File: src/rtl/core/scba_pkg.sv
// shared types, class tables and codes of the size class bitmap allocator
package scba_pkg;

    localparam int NUM_CLASSES   = 7;
    localparam int MAP_WORD_BITS = 64;
    localparam int TOTAL_BLOCKS  = 2688;
    localparam int MAP_WORDS     = (TOTAL_BLOCKS + MAP_WORD_BITS - 1) / MAP_WORD_BITS;

    localparam int ADDR_W      = 64;
    localparam int SIZE_W      = 32;
    localparam int CLASS_W     = $clog2(NUM_CLASSES);
    localparam int BIT_POS_W   = $clog2(MAP_WORD_BITS);
    localparam int WORD_ADDR_W = $clog2(MAP_WORDS);
    localparam int COUNT_W     = 10;
    localparam int INDEX_W     = 9;
    localparam int OFS_W       = 22;
    localparam int SHIFT_W     = 4;
    localparam int WLEFT_W     = 4;

    typedef logic [MAP_WORD_BITS-1:0] t_map_word;
    typedef logic [BIT_POS_W-1:0]     t_bit_pos;
    typedef logic [WORD_ADDR_W-1:0]   t_word_addr;
    typedef logic [CLASS_W-1:0]       t_class;
    typedef logic [COUNT_W-1:0]       t_count;
    typedef logic [INDEX_W-1:0]       t_block_idx;
    typedef logic [OFS_W-1:0]         t_pool_ofs;
    typedef logic [WLEFT_W-1:0]       t_words_left;

    typedef enum logic [2:0] {
        ST_OK          = 3'd0,
        ST_TOO_LARGE   = 3'd1,
        ST_EXHAUSTED   = 3'd2,
        ST_OUTSIDE     = 3'd3,
        ST_DOUBLE_FREE = 3'd4
    } t_status;

    // result of the shared word unit
    typedef struct packed {
        logic      found;
        t_bit_pos  pos;
        t_map_word word;
    } t_word_res;

    // block size in bytes and its log2
    localparam logic [SIZE_W-1:0] CLASS_BYTES [NUM_CLASSES] = '{
        32'd32, 32'd64, 32'd128, 32'd256, 32'd512, 32'd4096, 32'd16384
    };
    localparam logic [SHIFT_W-1:0] CLASS_SHIFT [NUM_CLASSES] = '{
        4'd5, 4'd6, 4'd7, 4'd8, 4'd9, 4'd12, 4'd14
    };
    localparam logic [COUNT_W-1:0] CLASS_BLOCKS [NUM_CLASSES] = '{
        10'd512, 10'd512, 10'd512, 10'd512, 10'd256, 10'd256, 10'd128
    };
    // byte offset of each class region within the pool, and its end
    localparam logic [OFS_W-1:0] REGION_START [NUM_CLASSES] = '{
        22'd0, 22'd16384, 22'd49152, 22'd114688, 22'd245760, 22'd376832, 22'd1425408
    };
    localparam logic [OFS_W-1:0] REGION_END [NUM_CLASSES] = '{
        22'd16384, 22'd49152, 22'd114688, 22'd245760, 22'd376832, 22'd1425408,
        22'd3522560
    };
    // first bitmap word of each class and the number of words it spans
    localparam logic [WORD_ADDR_W-1:0] BASE_WORD [NUM_CLASSES] = '{
        6'd0, 6'd8, 6'd16, 6'd24, 6'd32, 6'd36, 6'd40
    };
    localparam logic [WLEFT_W-1:0] CLASS_WORDS [NUM_CLASSES] = '{
        4'd8, 4'd8, 4'd8, 4'd8, 4'd4, 4'd4, 4'd2
    };

endpackage

File: src/rtl/core/scba_bitmap.sv
// used-block bitmap memory with per-word valid bits cleared by reset
module scba_bitmap (
    input  logic                  i_clk,
    input  logic                  i_rst_n,
    input  logic                  i_rd_en,
    input  scba_pkg::t_word_addr  i_rd_addr,
    output scba_pkg::t_map_word   o_rd_data,
    input  logic                  i_wr_en,
    input  scba_pkg::t_word_addr  i_wr_addr,
    input  scba_pkg::t_map_word   i_wr_data
);

    scba_pkg::t_map_word               r_mem [scba_pkg::MAP_WORDS];
    logic [scba_pkg::MAP_WORDS-1:0]    r_valid;
    scba_pkg::t_map_word               r_rd_data;
    logic                              r_rd_vld;

    always_ff @(posedge i_clk) begin
        if (i_wr_en) begin
            r_mem[i_wr_addr] <= i_wr_data;
        end
        if (i_rd_en) begin
            r_rd_data <= r_mem[i_rd_addr];
        end
    end

    always_ff @(posedge i_clk) begin
        if (!i_rst_n) begin
            r_valid  <= '0;
            r_rd_vld <= 1'b0;
        end else begin
            if (i_wr_en) begin
                r_valid[i_wr_addr] <= 1'b1;
            end
            if (i_rd_en) begin
                r_rd_vld <= r_valid[i_rd_addr];
            end
        end
    end

    // a word never written reads as all free
    assign o_rd_data = r_rd_vld ? r_rd_data : '0;

endmodule

File: src/rtl/core/scba_word_unit.sv
// shared word unit: first free bit search and bit set on allocate, bit test and clear on free
module scba_word_unit (
    input  scba_pkg::t_map_word  i_word,
    input  logic                 i_free,
    input  scba_pkg::t_bit_pos   i_pos,
    output scba_pkg::t_word_res  o_res
);

    always_comb begin
        o_res.found = 1'b0;
        o_res.pos   = i_pos;
        o_res.word  = i_word;
        if (i_free) begin
            o_res.found = i_word[i_pos];
            o_res.word  = i_word & ~(scba_pkg::t_map_word'(1) << i_pos);
        end else begin
            // lowest zero bit wins
            for (int b = scba_pkg::MAP_WORD_BITS - 1; b >= 0; b--) begin
                if (!i_word[b]) begin
                    o_res.found = 1'b1;
                    o_res.pos   = scba_pkg::t_bit_pos'(b);
                end
            end
            o_res.word = i_word | (scba_pkg::t_map_word'(1) << o_res.pos);
        end
    end

endmodule

File: src/rtl/core/size_class_bitmap_allocator.sv
// top level of the size class bitmap allocator: class search, sequencer and result registers
// allocate scans one bitmap word per cycle through the shared word unit (up to 8 words per class);
// free reads and updates a single word; oversize, outside pool and empty class end in the decode state
// throughput: one item at a time; o_busy falls with the strobe and a new item may then be taken
// reset: synchronous active low; clears pool base and bitmap valid bits and refills free counts at once;
// the receiver cannot stall results
module size_class_bitmap_allocator (
    input  logic        i_clk,
    input  logic        i_rst_n,
    input  logic        i_cfg_wr_en,
    input  logic [63:0] i_cfg_wr_data,
    input  logic        i_start,
    output logic        o_busy,
    input  logic        i_req_type,
    input  logic [31:0] i_request_size,
    input  logic [63:0] i_free_address,
    output logic        o_done,
    output logic [63:0] o_block_address,
    output logic [2:0]  o_status,
    output logic [2:0]  o_size_class,
    output logic [8:0]  o_block_index
);

    typedef enum logic [5:0] {
        S_IDLE   = 6'b000001,
        S_DECODE = 6'b000010,
        S_LOCATE = 6'b000100,
        S_READ   = 6'b001000,
        S_SCAN   = 6'b010000,
        S_FINISH = 6'b100000
    } t_state;

    t_state                          r_state, n_state;
    logic [scba_pkg::ADDR_W-1:0]     r_pool_base;
    logic                            r_req_type, n_req_type;
    logic [scba_pkg::SIZE_W-1:0]     r_size, n_size;
    logic [scba_pkg::ADDR_W-1:0]     r_rel, n_rel;
    scba_pkg::t_class                r_cls, n_cls;
    scba_pkg::t_word_addr            r_word_addr, n_word_addr;
    scba_pkg::t_words_left           r_words_left, n_words_left;
    scba_pkg::t_bit_pos              r_bit, n_bit;
    scba_pkg::t_block_idx            r_index, n_index;
    scba_pkg::t_count                r_free_cnt [scba_pkg::NUM_CLASSES];
    scba_pkg::t_count                n_free_cnt [scba_pkg::NUM_CLASSES];
    logic                            r_done, n_done;
    logic [scba_pkg::ADDR_W-1:0]     r_block_address, n_block_address;
    scba_pkg::t_status               r_status, n_status;
    scba_pkg::t_class                r_size_class, n_size_class;
    scba_pkg::t_block_idx            r_block_index, n_block_index;

    logic                            rd_en;
    scba_pkg::t_word_addr            rd_addr;
    scba_pkg::t_map_word             rd_data;
    logic                            wr_en;
    scba_pkg::t_map_word             wr_data;
    scba_pkg::t_word_res             unit_res;

    logic                            hit;
    scba_pkg::t_class                hit_cls;
    scba_pkg::t_pool_ofs             loc_ofs;
    scba_pkg::t_pool_ofs             loc_blk;
    scba_pkg::t_word_addr            word_off;
    scba_pkg::t_pool_ofs             fin_ofs;

    scba_bitmap u_bitmap (
        .i_clk     (i_clk),
        .i_rst_n   (i_rst_n),
        .i_rd_en   (rd_en),
        .i_rd_addr (rd_addr),
        .o_rd_data (rd_data),
        .i_wr_en   (wr_en),
        .i_wr_addr (r_word_addr),
        .i_wr_data (wr_data)
    );

    scba_word_unit u_word_unit (
        .i_word (rd_data),
        .i_free (r_req_type),
        .i_pos  (r_bit),
        .o_res  (unit_res)
    );

    // class search: by size on allocate, by pool offset on free
    always_comb begin
        hit     = 1'b0;
        hit_cls = '0;
        for (int c = 0; c < scba_pkg::NUM_CLASSES; c++) begin
            if (!hit) begin
                if (!r_req_type) begin
                    if (r_size <= scba_pkg::CLASS_BYTES[c]) begin
                        hit     = 1'b1;
                        hit_cls = scba_pkg::t_class'(c);
                    end
                end else if (r_rel[scba_pkg::ADDR_W-1:scba_pkg::OFS_W] == '0 &&
                             r_rel[scba_pkg::OFS_W-1:0] < scba_pkg::REGION_END[c]) begin
                    hit     = 1'b1;
                    hit_cls = scba_pkg::t_class'(c);
                end
            end
        end
    end

    assign loc_ofs  = r_rel[scba_pkg::OFS_W-1:0] - scba_pkg::REGION_START[r_cls];
    assign loc_blk  = loc_ofs >> scba_pkg::CLASS_SHIFT[r_cls];
    assign word_off = r_word_addr - scba_pkg::BASE_WORD[r_cls];
    assign fin_ofs  = scba_pkg::REGION_START[r_cls]
                    + (scba_pkg::t_pool_ofs'(r_index) << scba_pkg::CLASS_SHIFT[r_cls]);

    always_comb begin
        n_state         = r_state;
        n_req_type      = r_req_type;
        n_size          = r_size;
        n_rel           = r_rel;
        n_cls           = r_cls;
        n_word_addr     = r_word_addr;
        n_words_left    = r_words_left;
        n_bit           = r_bit;
        n_index         = r_index;
        n_free_cnt      = r_free_cnt;
        n_done          = 1'b0;
        n_block_address = r_block_address;
        n_status        = r_status;
        n_size_class    = r_size_class;
        n_block_index   = r_block_index;
        rd_en           = 1'b0;
        rd_addr         = r_word_addr;
        wr_en           = 1'b0;
        wr_data         = unit_res.word;

        case (r_state)
            S_IDLE: begin
                if (i_start) begin
                    n_req_type = i_req_type;
                    n_size     = i_request_size;
                    n_rel      = i_free_address - r_pool_base;
                    n_bit      = '0;
                    n_state    = S_DECODE;
                end
            end
            S_DECODE: begin
                if (!hit) begin
                    n_done          = 1'b1;
                    n_block_address = '0;
                    n_status        = r_req_type ? scba_pkg::ST_OUTSIDE
                                                 : scba_pkg::ST_TOO_LARGE;
                    n_size_class    = '0;
                    n_block_index   = '0;
                    n_state         = S_IDLE;
                end else if (r_req_type) begin
                    n_cls   = hit_cls;
                    n_state = S_LOCATE;
                end else if (r_free_cnt[hit_cls] == '0) begin
                    n_done          = 1'b1;
                    n_block_address = '0;
                    n_status        = scba_pkg::ST_EXHAUSTED;
                    n_size_class    = hit_cls;
                    n_block_index   = '0;
                    n_state         = S_IDLE;
                end else begin
                    n_cls        = hit_cls;
                    n_word_addr  = scba_pkg::BASE_WORD[hit_cls];
                    n_words_left = scba_pkg::CLASS_WORDS[hit_cls];
                    n_state      = S_READ;
                end
            end
            S_LOCATE: begin
                // unaligned addresses land in the block that holds them
                n_index      = loc_blk[scba_pkg::INDEX_W-1:0];
                n_bit        = loc_blk[scba_pkg::BIT_POS_W-1:0];
                n_word_addr  = scba_pkg::BASE_WORD[r_cls]
                             + scba_pkg::t_word_addr'(
                                   loc_blk[scba_pkg::INDEX_W-1:scba_pkg::BIT_POS_W]);
                n_words_left = scba_pkg::t_words_left'(1);
                n_state      = S_READ;
            end
            S_READ: begin
                rd_en   = 1'b1;
                n_state = S_SCAN;
            end
            S_SCAN: begin
                if (r_req_type) begin
                    n_done          = 1'b1;
                    n_block_address = '0;
                    n_size_class    = r_cls;
                    n_block_index   = r_index;
                    n_state         = S_IDLE;
                    if (unit_res.found) begin
                        wr_en             = 1'b1;
                        n_free_cnt[r_cls] = r_free_cnt[r_cls] + scba_pkg::t_count'(1);
                        n_status          = scba_pkg::ST_OK;
                    end else begin
                        n_status = scba_pkg::ST_DOUBLE_FREE;
                    end
                end else if (unit_res.found) begin
                    wr_en             = 1'b1;
                    n_free_cnt[r_cls] = r_free_cnt[r_cls] - scba_pkg::t_count'(1);
                    n_index           = {word_off[scba_pkg::INDEX_W-scba_pkg::BIT_POS_W-1:0],
                                         unit_res.pos};
                    n_state           = S_FINISH;
                end else if (r_words_left == scba_pkg::t_words_left'(1)) begin
                    n_done          = 1'b1;
                    n_block_address = '0;
                    n_status        = scba_pkg::ST_EXHAUSTED;
                    n_size_class    = r_cls;
                    n_block_index   = '0;
                    n_state         = S_IDLE;
                end else begin
                    // fetch the next word while this one is examined
                    rd_en        = 1'b1;
                    rd_addr      = r_word_addr + scba_pkg::t_word_addr'(1);
                    n_word_addr  = rd_addr;
                    n_words_left = r_words_left - scba_pkg::t_words_left'(1);
                end
            end
            S_FINISH: begin
                n_done          = 1'b1;
                n_block_address = r_pool_base + scba_pkg::ADDR_W'(fin_ofs);
                n_status        = scba_pkg::ST_OK;
                n_size_class    = r_cls;
                n_block_index   = r_index;
                n_state         = S_IDLE;
            end
            default: begin
                n_state = S_IDLE;
            end
        endcase
    end

    always_ff @(posedge i_clk) begin
        if (!i_rst_n) begin
            r_state     <= S_IDLE;
            r_pool_base <= '0;
            r_done      <= 1'b0;
            for (int c = 0; c < scba_pkg::NUM_CLASSES; c++) begin
                r_free_cnt[c] <= scba_pkg::CLASS_BLOCKS[c];
            end
        end else begin
            r_state    <= n_state;
            r_done     <= n_done;
            r_free_cnt <= n_free_cnt;
            if (i_cfg_wr_en) begin
                r_pool_base <= i_cfg_wr_data;
            end
        end
    end

    always_ff @(posedge i_clk) begin
        r_req_type      <= n_req_type;
        r_size          <= n_size;
        r_rel           <= n_rel;
        r_cls           <= n_cls;
        r_word_addr     <= n_word_addr;
        r_words_left    <= n_words_left;
        r_bit           <= n_bit;
        r_index         <= n_index;
        r_block_address <= n_block_address;
        r_status        <= n_status;
        r_size_class    <= n_size_class;
        r_block_index   <= n_block_index;
    end

    assign o_busy          = (r_state != S_IDLE);
    assign o_done          = r_done;
    assign o_block_address = r_block_address;
    assign o_status        = r_status;
    assign o_size_class    = r_size_class;
    assign o_block_index   = r_block_index;

endmodule

File: config.mk
export PLATFORM = sky130hd
export DESIGN_NAME = size_class_bitmap_allocator
export DESIGN_NICKNAME = d
export VERILOG_FILES = /design/src/rtl/core/scba_pkg.sv /design/src/rtl/core/scba_bitmap.sv /design/src/rtl/core/scba_word_unit.sv /design/src/rtl/core/size_class_bitmap_allocator.sv
export SDC_FILE = /design/constraint.sdc
export NUM_CORES = 2
export LEC_CHECK = 0
export BUFFER_PORTS_ARGS = -buffer_cell sky130_fd_sc_hd__buf_2
export CAP_MARGIN = 20
export CORE_UTILIZATION = 58
export CTS_CLUSTER_SIZE = 20
export DETAILED_ROUTE_END_ITERATION = 16
export PLACE_DENSITY = 0.79
export REMOVE_ABC_BUFFERS = 1
export SLEW_MARGIN = 20
export SYNTH_ARGS = -nofsm -noshare
export SYNTH_HDL_FRONTEND = slang
export SYNTH_HIERARCHICAL = 1
export SYNTH_SLANG_ARGS = --single-unit
File: constraint.sdc
create_clock -name i_clk -period 8.66 [get_ports i_clk]
set_input_delay 0.433 -clock i_clk [delete_from_list [all_inputs] [get_ports i_clk]]
set_output_delay 0.433 -clock i_clk [all_outputs]
set_load 0.01 [all_outputs]
==> qor.tcl <==
set qor(outcome) {finished clean}
set qor(initialDrtViolationCount) 11300
set qor(io_buffer_count) 245
set qor(synth_top_cells_by_count) {edfxtp_1 (2,952), mux4_2 (678), mux2i_1 (409), nor2_1 (302), nand2_1 (274)}
set qor(synth.yosys.seq_area_share_pct) 71.1
set qor(final_cell_count_no_fill) 11100
set qor(ys_types) 95
set qor(synth.largest_area_cell) {edfxtp_1}
set qor(synth.yosys.warnings) 6
set qor(ant_nets) 0
set qor(dominantRegCellSynth) {edfxtp_1}
set qor(drcViolationCount) 0
set qor(power.sequential.fraction_pct) 53.1
set qor(clock_insertion_delay_worst_skew_ps) 980
set qor(wl_mm) 380
set qor(internal_power_uw) 24800
set qor(setup_viol_count_final) 0
set qor(grt_first_pass_wirelength_mm) 538
set qor(route.vias.total) 76600
set qor(average_via_count_per_standard_cell) 6.93
set qor(wl_per_cell_um) 34.4
set qor(min_from) {i_free_address[50]}
set qor(tritoncts_clock_tree) {built}
set qor(die_h_um) 475
set qor(path_clk_slew_ps) 60
set qor(final_hold_vio_count) 0
set qor(grt_overflow_total) 0
set qor(cap_violations) 0
set qor(irDropWorstVdd_v) 0.000218
set qor(hpwl_mm) 209
set qor(required_time_at_the_endpoint_of_the_critical_path_ps) 9340
set qor(synthToLayoutAreaGrowth_pct) 14.3
set qor(rsz0062_at_grt) {no}
set qor(holdWs_ps) 48.8
set qor(power_leakage_uw) 0.0574
set qor(placedCellCount) 10300
set qor(worst_setup_slack_after_layout_ps) 1450
set qor(final_layout_size_suffix_gt1_share_pct) 22.4
set qor(hold-path-endpoint) {r_rel[50]}
set qor(cp_data_arrival_time_ps) 7900
set qor(synth_top_area_share_pct) 68.3
set qor(synth.avg_cell_area_um2) 18.0
set qor(rrSetupSlack_ps) 1450
set qor(crit_fanout) 33
set qor(total_switching_power_uw) 6290
set qor(synth.most_common_cell) {edfxtp_1}
set qor(syn_inst) 7229
set qor(cts_sinks) 3136
set qor(fillerInstances) 13800
set qor(pre_cts_ws_ps) 1440
set qor(mappedNetlistArea_um2) 130000
set qor(min_delay_path_depth) 3
set qor(via_count_of_the_first_global_routing_pass) 76800
set qor(timing.final.crit_period_ps) 7210
set qor(detail_route.first_pass.iterations) 8
set qor(cts-root-buf) {clkbuf_16}
set qor(synth_seq_cells) 3136
set qor(place.gp.congestion) 0.995
set qor(final_min_period_over_clock_period_pct) 83.3
set qor(antenna_violations_before_repair) 22
set qor(final_core_util_pct) 66.8
set qor(share_clk_of_total_power_pct) 44.5
set qor(htree_num_levels) 5
set qor(ioPinCount) 246
set qor(cts_made_buffers) 326
set qor(synth-edff-count) 2952
set qor(fmaxAchievable_mhz) 139
set qor(floorplan.rows) 173
set qor(cts.path.max_buffers) 4
set qor(comb_power_share_pct) 2.4
set qor(switching_share_pct) 20.2
set qor(core_area_um2) 222000
set qor(worst-setup-path-type) {reg2reg}
set qor(die_w_um) 475
set qor(ys_top_cells_by_area) {edfxtp_1 (68%), mux4_2 (12%), mux2i_1 (3.2%)}
set qor(holdCritPathClass) {in2reg}
set qor(power_per_cell_area_nw_per_um2) 210
set qor(post-cts-setup-buffers) 0
set qor(timing.critical_path.to_type) {flip-flop}
set qor(post_synthesis_async_set_or_reset_flop_share_pct) 0
set qor(grt_util_all_layers_pct) 33.5
set qor(critical_path.reg2reg.endpoint) {u_bitmap/r_rd_data[19]}
set qor(rr_worst_depth) 17
set qor(r2r_start) {r_bit[0]}
set qor(initial_core_util_pct) 58.4
set qor(finish.net_count) 8101
set qor(worst_setup_path_start_kind) {flip-flop}
set qor(report.final.slew_viol_count) 0
set qor(fp.dieArea_um2) 226000
set qor(timing.slew.headroom_pct) 17.9
set qor(tightest_slew_ps) 1230
set qor(layout_skew_ps) 65.0
set qor(largest_net_degree_at_the_start_of_global_routing) 98
==> routing by layer <==
layer	global-route usage, %	vias up	wire length (µm)
met1	43.1	38800	132000
met4	17.7	26	22000
li1	-	30400	-
met5	0.533	-	322
met3	8.06	1186	45800
met2	53.2	6197	180000
==> stage by stage <==
| stage | power, µW | area, µm² | setup TNS, ps |
|---|---|---|---|
| 2_1_floorplan | 17200 | 128000 | -3722880 |
| 3_3_place_gp | 17500 | 136000 | 0 |
| 3_5_place_dp | 17500 | 136000 | 0 |
| 4_1_cts | 31200 | 148000 | 0 |
| 5_1_grt | 31800 | 148000 | 0 |
| 6_report | 31100 | 148000 | 0 |
==> sequential cells by signal, summed over array words and instances, names as in the netlist, 3 cells and up <==
register,count
r_word_addr,6
o_block_address,64
r_index,9
r_size,32
r_cls,3
r_words_left,4
u_bitmap/r_valid,42
r_state,6
o_size_class,3
o_status,3
r_free_cnt,70
r_pool_base,64
u_bitmap/r_mem,2688
o_block_index,9
r_bit,6
u_bitmap/r_rd_data,64
r_rel,60
==> critical path, cell delays in order, from the launching register on <==
cell,delay (ps)
edfxtp_1,830
buf_6,250
mux4_2,510
mux4_2,530
mux4_2,470
nor2_1,100
nor2_1,140
a211oi_1,780
and2_1,430
xor2_4,630
buf_16,240
buf_12,280
buf_4,480
mux4_2,570
mux2i_1,190
mux2i_1,150
o22ai_1,250
a21oi_1,70
==> how the worst max path moves through the flow <==
stage                              to  slack [ps]  cells after the start  startpoint
4_1_cts        u_bitmap/r_rd_data[19]        1350                     16    r_bit[1]
3_3_place_gp        u_bitmap/r_rd_vld        1220                     13    r_bit[0]
6_report       u_bitmap/r_rd_data[19]        1450                     17    r_bit[0]
2_1_floorplan       u_bitmap/r_rd_vld      -57370                     13    r_bit[0]
5_1_grt        u_bitmap/r_rd_data[63]        1140                     17    r_bit[0]
3_5_place_dp   u_bitmap/r_rd_data[63]        1440                     17    r_bit[0]
==> power by group through the flow <==
stage	registers [µW]	clock network (µW)	logic, µW
final	16500	13800	745
after global routing	16500	14500	807
after CTS	16500	13900	721
after detailed placement	16800	0	657
after global placement	16800	0	647
after floorplan	16800	0	422
==> cell families (layout without fill, tap and decap cells) <==
family	after synthesis	count (layout)	synth area share, %
buf+inv	508	1343	1.78
mux	1104	1104	15.1
other cells	2	19	0.00578
xor+xnor	144	144	0.971
compound gates	1111	1111	5.71
fa+ha+maj	110	110	1.08
simple gates	1114	1114	4.27
flops	3136	3136	71.1
==> layout make-up <==
cell class	count	area, µm²	share of cell area [%]
Inverter	118	445	0.300
Clock inverter	170	1640	1.11
Sequential cell	3136	92300	62.2
Timing Repair Buffer	656	5680	3.83
Antenna cell	14	35.0	0.0236
Tap cell	2975	3720	2.51
Clock buffer	399	8710	5.87
Multi-Input combinational cell	3588	35900	24.2
==> repair_timing <==
item / 4_1_cts / 5_1_grt
hold endpoints to repair: 101 / 0
gates resized for setup: 0 / 0
hold buffers: 151 / 0
==> cells in the final DEF (no fill, tap or decap), types with 99 or more instances in the layout <==
cell type      count
a21oi_1          242
and2_1            99
buf_2            243
buf_4            183
clkbuf_16        336
dfxtp_1          183
dlygate4sd3_1    151
edfxtp_1        2952
ha_1             106
inv_1            117
mux2i_1          409
mux4_2           678
nand2_1          266
nor2_1           259
nor2b_1          112
o21ai_0          169
xnor2_1          109
(Power assumes the default switching activity.)
